`src/hw/rtl/ts_pmt_section_parser_core_macros.svh`:
```
// ----------------------------------------------------------------------------
// PMT section parser assertion macros
// Shared concurrent assertion forms; the using module provides i_clk and
// i_rst_n.
// ----------------------------------------------------------------------------
`ifndef TS_PMT_SECTION_PARSER_CORE_MACROS_SVH
`define TS_PMT_SECTION_PARSER_CORE_MACROS_SVH

// same-cycle implication
`define TSPMT_ASSERT_IMP(lbl, ante, cons) \
    lbl: assert property (@(posedge i_clk) disable iff (!i_rst_n) \
        (ante) |-> (cons)) else $error("tspmt assertion failed");

// next-cycle implication
`define TSPMT_ASSERT_NXT(lbl, ante, cons) \
    lbl: assert property (@(posedge i_clk) disable iff (!i_rst_n) \
        (ante) |=> (cons)) else $error("tspmt assertion failed");

`endif

```
`src/hw/rtl/tspmt_pkg.sv`:
```
// ----------------------------------------------------------------------------
// tspmt_pkg
// Codes, result type and stream type classification for the PMT parser.
// ----------------------------------------------------------------------------
`default_nettype none

package tspmt_pkg;

    // parse phases
    localparam logic [2:0] PH_IDLE   = 3'd0;
    localparam logic [2:0] PH_HEADER = 3'd1;
    localparam logic [2:0] PH_SKIP   = 3'd2;
    localparam logic [2:0] PH_TYPE   = 3'd3;
    localparam logic [2:0] PH_PID_HI = 3'd4;
    localparam logic [2:0] PH_PID_LO = 3'd5;
    localparam logic [2:0] PH_LEN_HI = 3'd6;
    localparam logic [2:0] PH_LEN_LO = 3'd7;

    // result kinds
    localparam logic [1:0] KIND_PCR   = 2'd0;
    localparam logic [1:0] KIND_ENTRY = 2'd1;
    localparam logic [1:0] KIND_END   = 2'd2;

    // header byte positions
    localparam logic [9:0] POS_PCR_HI = 10'd0;
    localparam logic [9:0] POS_PCR_LO = 10'd1;
    localparam logic [9:0] POS_PIL_HI = 10'd2;

    typedef struct packed {
        logic [1:0]  kind;
        logic [12:0] pid;
        logic [7:0]  stream_type;
        logic        is_video;
        logic        is_audio;
        logic        is_section;
        logic        done;
        logic        truncated;
    } t_result;

    typedef struct packed {
        logic is_video;
        logic is_audio;
        logic is_section;
    } t_class;

    // ISO 13818-1 stream types; AC3 0x81, DTS 0x8A
    function automatic t_class classify(input logic [7:0] st);
        t_class c;
        c = '0;
        case (st) inside
            8'h01, 8'h02, 8'h10, 8'h1B:               c.is_video   = 1'b1;
            8'h03, 8'h04, 8'h0F, 8'h11, 8'h81, 8'h8A: c.is_audio   = 1'b1;
            8'h05, 8'h06, [8'h0A:8'h0D]:              c.is_section = 1'b1;
            default:                                  c = '0;
        endcase
        return c;
    endfunction

endpackage

`default_nettype wire

```
`src/hw/rtl/ts_pmt_section_parser_core.sv`:
```
// ----------------------------------------------------------------------------
// ts_pmt_section_parser_core
// MPEG-2 TS PMT section payload parser, one payload byte per beat.
// Results are registered in the output buffer before they reach the master side.
// Throughput: one byte per cycle; set by the single-pass parse state update.
// Input stalls only while the two-deep output buffer is full.
// Reset: synchronous active-low i_rst_n; parser idles, output buffer empties.
// ----------------------------------------------------------------------------
`default_nettype none

`include "ts_pmt_section_parser_core_macros.svh"

module ts_pmt_section_parser_core (
    input  wire          i_clk,
    input  wire          i_rst_n,
    // slave side
    input  wire          s_axis_tvalid,
    output logic         s_axis_tready,
    input  wire  [23:0]  s_axis_tdata,   // [7:0] byte_value, [17:8] payload_length
    input  wire          s_axis_tuser,   // [0] first_byte
    // master side
    output logic         m_axis_tvalid,
    input  wire          m_axis_tready,
    output logic [31:0]  m_axis_tdata,   // [12:0] pid_value, [20:13] stream_type,
                                         // [21] is_video, [22] is_audio,
                                         // [23] is_section, [24] truncated
    output logic [1:0]   m_axis_tuser,   // [1:0] kind
    output logic         m_axis_tlast    // done_res
);
    import tspmt_pkg::*;

    logic    beat_in;
    logic    res_valid;
    t_result res;
    t_result out_res;
    logic    buf_space;
    logic    out_end;
    logic    out_nonentry;
    logic    zero_len_in;

    // a beat is taken whenever the skid stage is free
    assign s_axis_tready = buf_space;
    assign beat_in       = s_axis_tvalid && s_axis_tready;

    // parse state machine: header, descriptor skip, per-stream entries
    tspmt_parse u_parse (
        .i_clk        (i_clk),
        .i_rst_n      (i_rst_n),
        .i_beat_valid (beat_in),
        .i_byte       (s_axis_tdata[7:0]),
        .i_first      (s_axis_tuser),
        .i_length     (s_axis_tdata[17:8]),
        .o_res_valid  (res_valid),
        .o_res        (res)
    );

    // result register plus skid stage; input waits only once both hold results
    tspmt_outbuf u_outbuf (
        .i_clk   (i_clk),
        .i_rst_n (i_rst_n),
        .i_push  (beat_in && res_valid),
        .i_data  (res),
        .o_space (buf_space),
        .o_valid (m_axis_tvalid),
        .o_data  (out_res),
        .i_ready (m_axis_tready)
    );

    assign m_axis_tdata = {7'h00, out_res.truncated, out_res.is_section,
                           out_res.is_audio, out_res.is_video,
                           out_res.stream_type, out_res.pid};
    assign m_axis_tuser = out_res.kind;
    assign m_axis_tlast = out_res.done;

    assign out_end      = m_axis_tvalid && (m_axis_tuser == KIND_END);
    assign out_nonentry = m_axis_tvalid && (m_axis_tuser != KIND_ENTRY);
    assign zero_len_in  = beat_in && s_axis_tuser && (s_axis_tdata[17:8] == '0);

    // end marks always close the section
    `TSPMT_ASSERT_IMP(a_end_is_last, out_end, m_axis_tlast)
    // only stream entries carry a type and class flags
    `TSPMT_ASSERT_IMP(a_nonentry_clean, out_nonentry, m_axis_tdata[23:13] == '0)
    // zero-length first byte: a result beat is valid on the master side next cycle
    `TSPMT_ASSERT_NXT(a_zero_len_result, zero_len_in, m_axis_tvalid)

endmodule

`default_nettype wire

```
`src/hw/rtl/tspmt_parse.sv`:
```
// ----------------------------------------------------------------------------
// tspmt_parse
// Per-byte PMT payload state machine; one result decision per accepted beat.
// ----------------------------------------------------------------------------
`default_nettype none

module tspmt_parse (
    input  wire                     i_clk,
    input  wire                     i_rst_n,
    input  wire                     i_beat_valid,
    input  wire  [7:0]              i_byte,
    input  wire                     i_first,
    input  wire  [9:0]              i_length,
    output logic                    o_res_valid,
    output tspmt_pkg::t_result      o_res
);
    import tspmt_pkg::*;

    logic [2:0]  r_phase,  n_phase;
    logic [9:0]  r_pos,    n_pos;
    logic [9:0]  r_len,    n_len;
    logic [11:0] r_skip,   n_skip;
    logic [7:0]  r_type,   n_type;
    logic [4:0]  r_pidhi,  n_pidhi;

    logic [2:0]  w_phase;
    logic [9:0]  w_pos;
    logic [9:0]  w_len;
    logic [11:0] w_skip;
    logic [7:0]  w_type;
    logic [4:0]  w_pidhi;
    logic [11:0] w_skip_lo;
    logic [11:0] w_skip_dec;
    logic        last;
    t_class      cls;

    // a first byte restarts from a clean header state
    assign w_phase    = i_first ? PH_HEADER : r_phase;
    assign w_pos      = i_first ? '0 : r_pos;
    assign w_len      = i_first ? i_length : r_len;
    assign w_skip     = i_first ? '0 : r_skip;
    assign w_type     = i_first ? '0 : r_type;
    assign w_pidhi    = i_first ? '0 : r_pidhi;
    assign w_skip_lo  = w_skip | {4'h0, i_byte};
    assign w_skip_dec = w_skip - 12'd1;
    assign last       = ({1'b0, w_pos} + 11'd1) == {1'b0, w_len};
    assign cls        = classify(w_type);

    always_comb begin
        n_phase     = w_phase;
        n_pos       = w_pos;
        n_len       = w_len;
        n_skip      = w_skip;
        n_type      = w_type;
        n_pidhi     = w_pidhi;
        o_res_valid = 1'b0;
        o_res       = '0;
        o_res.kind  = KIND_END;
        if (i_first && (i_length == '0)) begin
            o_res_valid     = 1'b1;
            o_res.done      = 1'b1;
            o_res.truncated = 1'b1;
            n_phase         = PH_IDLE;
        end else if (w_phase != PH_IDLE) begin
            case (w_phase)
                PH_HEADER: begin
                    if (w_pos == POS_PCR_HI) begin
                        n_pidhi         = i_byte[4:0];
                        o_res_valid     = last;
                        o_res.done      = last;
                        o_res.truncated = last;
                    end else if (w_pos == POS_PCR_LO) begin
                        o_res_valid     = 1'b1;
                        o_res.kind      = KIND_PCR;
                        o_res.pid       = {w_pidhi, i_byte};
                        o_res.done      = last;
                        o_res.truncated = last;
                    end else if (w_pos == POS_PIL_HI) begin
                        n_skip          = {i_byte[3:0], 8'h00};
                        o_res_valid     = last;
                        o_res.done      = last;
                        o_res.truncated = last;
                    end else begin
                        n_skip      = w_skip_lo;
                        n_phase     = (w_skip_lo == '0) ? PH_TYPE : PH_SKIP;
                        o_res_valid = last;
                        o_res.done  = last;
                    end
                end
                PH_SKIP: begin
                    n_skip      = w_skip_dec;
                    if (w_skip_dec == '0) begin
                        n_phase = PH_TYPE;
                    end
                    o_res_valid = last;
                    o_res.done  = last;
                end
                PH_TYPE: begin
                    n_type          = i_byte;
                    n_phase         = PH_PID_HI;
                    o_res_valid     = last;
                    o_res.done      = last;
                    o_res.truncated = last;
                end
                PH_PID_HI: begin
                    n_pidhi         = i_byte[4:0];
                    n_phase         = PH_PID_LO;
                    o_res_valid     = last;
                    o_res.done      = last;
                    o_res.truncated = last;
                end
                PH_PID_LO: begin
                    n_phase           = PH_LEN_HI;
                    o_res_valid       = 1'b1;
                    o_res.kind        = KIND_ENTRY;
                    o_res.pid         = {w_pidhi, i_byte};
                    o_res.stream_type = w_type;
                    o_res.is_video    = cls.is_video;
                    o_res.is_audio    = cls.is_audio;
                    o_res.is_section  = cls.is_section;
                    o_res.done        = last;
                    o_res.truncated   = last;
                end
                PH_LEN_HI: begin
                    n_skip          = {i_byte[3:0], 8'h00};
                    n_phase         = PH_LEN_LO;
                    o_res_valid     = last;
                    o_res.done      = last;
                    o_res.truncated = last;
                end
                PH_LEN_LO: begin
                    n_skip      = w_skip_lo;
                    n_phase     = (w_skip_lo == '0) ? PH_TYPE : PH_SKIP;
                    o_res_valid = last;
                    o_res.done  = last;
                end
                default: begin
                    n_phase = PH_IDLE;
                end
            endcase
            if (last) begin
                n_phase = PH_IDLE;
            end else begin
                n_pos = w_pos + 10'd1;
            end
        end
    end

    always_ff @(posedge i_clk) begin
        if (!i_rst_n) begin
            r_phase <= PH_IDLE;
            r_pos   <= '0;
            r_len   <= '0;
            r_skip  <= '0;
            r_type  <= '0;
            r_pidhi <= '0;
        end else if (i_beat_valid) begin
            r_phase <= n_phase;
            r_pos   <= n_pos;
            r_len   <= n_len;
            r_skip  <= n_skip;
            r_type  <= n_type;
            r_pidhi <= n_pidhi;
        end
    end

endmodule

`default_nettype wire

```
`src/hw/rtl/tspmt_outbuf.sv`:
```
// ----------------------------------------------------------------------------
// tspmt_outbuf
// Output register with skid stage; ready toward the parser is registered.
// ----------------------------------------------------------------------------
`default_nettype none

module tspmt_outbuf (
    input  wire                     i_clk,
    input  wire                     i_rst_n,
    input  wire                     i_push,
    input  tspmt_pkg::t_result      i_data,
    output logic                    o_space,
    output logic                    o_valid,
    output tspmt_pkg::t_result      o_data,
    input  wire                     i_ready
);
    import tspmt_pkg::*;

    logic    r_out_valid;
    logic    r_skid_valid;
    t_result r_out;
    t_result r_skid;
    logic    drain;

    assign drain   = r_out_valid && i_ready;
    assign o_space = !r_skid_valid;
    assign o_valid = r_out_valid;
    assign o_data  = r_out;

    always_ff @(posedge i_clk) begin
        if (!i_rst_n) begin
            r_out_valid  <= 1'b0;
            r_skid_valid <= 1'b0;
        end else begin
            if (r_skid_valid) begin
                if (drain) begin
                    r_out_valid  <= 1'b1;
                    r_skid_valid <= 1'b0;
                end
            end else if (i_push) begin
                if (!r_out_valid || drain) begin
                    r_out_valid <= 1'b1;
                end else begin
                    r_skid_valid <= 1'b1;
                end
            end else if (drain) begin
                r_out_valid <= 1'b0;
            end
        end
    end

    always_ff @(posedge i_clk) begin
        if (r_skid_valid) begin
            if (drain) begin
                r_out <= r_skid;
            end
        end else if (i_push) begin
            if (!r_out_valid || drain) begin
                r_out <= i_data;
            end else begin
                r_skid <= i_data;
            end
        end
    end

endmodule

`default_nettype wire

```
`config.mk`:
```
export PLATFORM = sky130hd
export DESIGN_NAME = ts_pmt_section_parser_core
export DESIGN_NICKNAME = d
export VERILOG_FILES = /design/src/hw/rtl/tspmt_pkg.sv /design/src/hw/rtl/ts_pmt_section_parser_core.sv /design/src/hw/rtl/tspmt_parse.sv /design/src/hw/rtl/tspmt_outbuf.sv
export VERILOG_INCLUDE_DIRS = /design/src /design/src/hw/rtl
export SDC_FILE = /design/constraint.sdc
export NUM_CORES = 1
export LEC_CHECK = 0
export ABC_AREA = 0
export BUFFER_PORTS_ARGS = -buffer_cell sky130_fd_sc_hd__buf_2
export CORE_ASPECT_RATIO = 1.1
export CORE_MARGIN = 4
export CORE_UTILIZATION = 64
export DETAILED_ROUTE_END_ITERATION = 6
export GPL_TIMING_DRIVEN = 1
export PLACE_DENSITY = 0.86
export SLEW_MARGIN = 40
export SYNTH_ARGS = -nofsm -noshare
export SYNTH_HDL_FRONTEND = slang
export SYNTH_HIERARCHICAL = 1
export SYNTH_SLANG_ARGS = --single-unit
```
`constraint.sdc`:
```
create_clock -name i_clk -period 14 [get_ports i_clk]
set_clock_uncertainty 0.2 [all_clocks]
set_input_delay 0 -clock i_clk [delete_from_list [all_inputs] [get_ports i_clk]]
set_output_delay 0 -clock i_clk [all_outputs]
set_load 0.005 [all_outputs]
```
==> out/metrics.cfg <==
[global_route]
grt_pass1_wl_mm=23.7
antenna_found_initial=1
gr-total-overflow=0
grt_pass1_vias=4889
track_usage=0.271
grt_max_degree=58

[route]
drc=0
via_per_inst=6.44
drtAntennaViolNets=0
drt-initial-drc-count=562
avgRoutedWirePerCell_um=17.8
finalWirelength_mm=14.2
num_vias=5144
firstDrtPassIters=5

[floorplan]
boundaryPins=66
initial_core_util=0.666
coreArea_um2=9010
num_rows=36
die_w_um=100
die_area_um2=11000
die_h_um=110

[timing]
slew_headroom=0.507
hold_violations=0
worstMarginPinSlew_ns=0.733
drv_slew=0
min_period_over_period=0.304
setup_viol=0
fin_crit_ns=4.25
grt_setup_unrepaired=no
fmax_mhz=235
tns_ns=0

[synthesis]
ys.flop_type=edfxtp_1
synth-edff-count=56
synth_seq_cells=106
ys_seq_area_frac=0.447
ys_async_sr_fraction=0
synth.avg_cell_area_um2=9.60
synth_cell_type_count=69
netlist_instances=625
netlist_area_um2=6000
ys_warn_count=6

[place]
dpl-instance-area_um2=6220
hpwl_mm=9.78
portBuffers=52
gp_congestion=0.920

[critical_path]
start_kind=register
crit_path_end_kind=register
crit_type=reg -> reg
arrival_ns=4.06
cp_max_fo=28
crit_required_ns=13.81

[finish]
diodes=0
syn2layout_area_growth_pct=10.6
drive_above_1_share=0.177
nets=714
finalInstanceArea_um2=6640

[clock_network]
cts_resized=0
ctsRootBufferMaster=clkbuf_8
clock_path_buffers=2
path_clk_slew_ns=0.10
tritoncts=done
cts_made_buffers=9
cts_max_level=3
cts.sinks=106
clk_latency_ns=0.37

[status]
status=finished, final reports clean

[pwr]
leakage_nw=2.47
power_density_nw_per_um2=86.5
peakVddDrop_mv=0.0538

[flow_run]
drv_cap=0

[worst_hold_path]
hold_path_class=in -> reg

## cell type report
class	instances	area (µm²)
inverter	26	97.6
sequential	106	2690
clock buffer	10	128
multi-input combinational	459	3010
clock inverter	6	66.3
timing repair buffer	78	510
fill	665	2370
tap	114	143
## what timing repair did
action,in CTS,in global routing
hold buffers,22,0
endpoints found under the hold margin,48,0
setup buffers,0,0
## flip-flops by register name, summed over array words and instances, names as in the netlist
signal,count
u_outbuf/o_data,28
u_outbuf/o_valid,1
u_outbuf/r_skid,28
u_outbuf/r_skid_valid,1
u_parse/r_len,10
u_parse/r_phase,3
u_parse/r_pidhi,5
u_parse/r_pos,10
u_parse/r_skip,12
u_parse/r_type,8
## through the flow
step	hold slack, ns	worst slack (ns)	cells	util	total power [mW]
floorplan	-0.103	8.84	631	-	0.370
global placement	0.0125	9.48	761	0.690	0.383
detailed placement	0.0283	9.67	761	0.691	0.384
CTS	0.0535	9.76	799	0.737	0.575
global route	0.118	9.43	799	0.737	0.595
finish	0.0610	9.75	799	0.737	0.574
## metal layers
layer | GRT usage | up-vias | share of wire
met2 | 0.463 | 299 | 0.50
met4 | 0.164 | 0 | 0.042
li1 | - | 2371 | -
met3 | 0.0431 | 55 | 0.081
met1 | 0.323 | 2419 | 0.38
met5 | 0 | - | 0
## cells in the mapped netlist (4+ instances only)
cell / instances / share of area
a31oi_1: 5 / 0.0052
inv_1: 25 / 0.016
nor4_1: 14 / 0.015
mux2_4: 26 / 0.065
and3_1: 13 / 0.014
xor2_1: 6 / 0.0088
nand2b_1: 5 / 0.0052
and2_1: 19 / 0.020
o211ai_1: 10 / 0.013
a22oi_1: 9 / 0.011
nand2_1: 70 / 0.044
edfxtp_1: 56 / 0.28
or3_1: 7 / 0.0073
mux2i_1: 7 / 0.012
nand4_1: 4 / 0.0042
nand3_1: 13 / 0.011
buf_4: 8 / 0.010
dfxtp_1: 50 / 0.17
nor2_1: 50 / 0.031
xnor2_1: 13 / 0.019
a21oi_1: 40 / 0.033
nor3_1: 15 / 0.013
nor2b_1: 10 / 0.010
clkbuf_1: 20 / 0.013
a21o_1: 5 / 0.0063
o21ai_1: 4 / 0.0033
o21ai_0: 34 / 0.028
ha_1: 5 / 0.010
o22ai_1: 12 / 0.013
buf_1: 4 / 0.0025
mux2_2: 7 / 0.013
## worst max-delay path, cell delays in order (launching register included)
cell and delay [ns]:
dfxtp_1 0.42, nor2b_1 0.26, ha_1 0.39, xor3_1 0.28, nor4_1 0.21, o211ai_1 0.21
nor4b_2 0.40, nand4_4 0.24, o211ai_1 0.32, and3_1 0.26, and4_2 0.68
## report_power, final
part | switching [mW] | internal (mW) | total (mW) | leakage, nW
registers | 0.00275 | 0.326 | 0.329 | 0.923
clock network | 0.107 | 0.0838 | 0.191 | 0.0972
logic | 0.0331 | 0.0208 | 0.0539 | 1.45
## final timing paths
kind / endpoint / start / slack [ns] / depth (start not counted)
worst max-delay path: u_outbuf/r_skid[7]$_DFFE_PP_ / u_parse/r_pos[1]$_SDFFE_PN0P_ / 9.75 / 10
worst min-delay path: u_parse/r_skip[7]$_SDFFE_PN0P_ / s_axis_tvalid / 0.06 / 4
worst max register to register: u_outbuf/r_skid[7]$_DFFE_PP_ / u_parse/r_pos[1]$_SDFFE_PN0P_ / 9.75 / 10
worst min register to register: u_parse/r_len[4]$_SDFFE_PN0P_ / u_parse/r_len[4]$_SDFFE_PN0P_ / 0.27 / 2
## layout by cell type, fill, tap and decap left out, types with 6 or more instances in the layout
| cell | count |
|---|---|
| nand2_1 | 70 |
| edfxtp_1 | 56 |
| buf_2 | 52 |
| nor2_1 | 50 |
| dfxtp_1 | 49 |
| a21oi_1 | 39 |
| o21ai_0 | 34 |
| mux2_4 | 26 |
| inv_1 | 24 |
| dlygate4sd3_1 | 22 |
| and2_1 | 19 |
| nor3_1 | 15 |
| nor4_1 | 14 |
| and3_1 | 13 |
| nand3_1 | 13 |
| xnor2_1 | 13 |
| o22ai_1 | 12 |
| nor2b_1 | 10 |
| o211ai_1 | 10 |
| clkbuf_8 | 9 |
| a22oi_1 | 9 |
| conb_1 | 7 |
| mux2i_1 | 7 |
| mux2_2 | 7 |
| or3_1 | 7 |
| xor2_1 | 6 |
## cell families after synthesis
logic type	count (synthesis)	share of synthesized area
multiplexers	40	0.0898
XOR/XNOR	20	0.0317
adder cells (fa/ha/maj)	5	0.0104
buffers and inverters	66	0.0575
flip-flops	106	0.447
AO/OA/AOI/OAI	146	0.155
other	1	0.000625
AND/OR/NAND/NOR	241	0.208
Power figures use the tool's default switching activity.
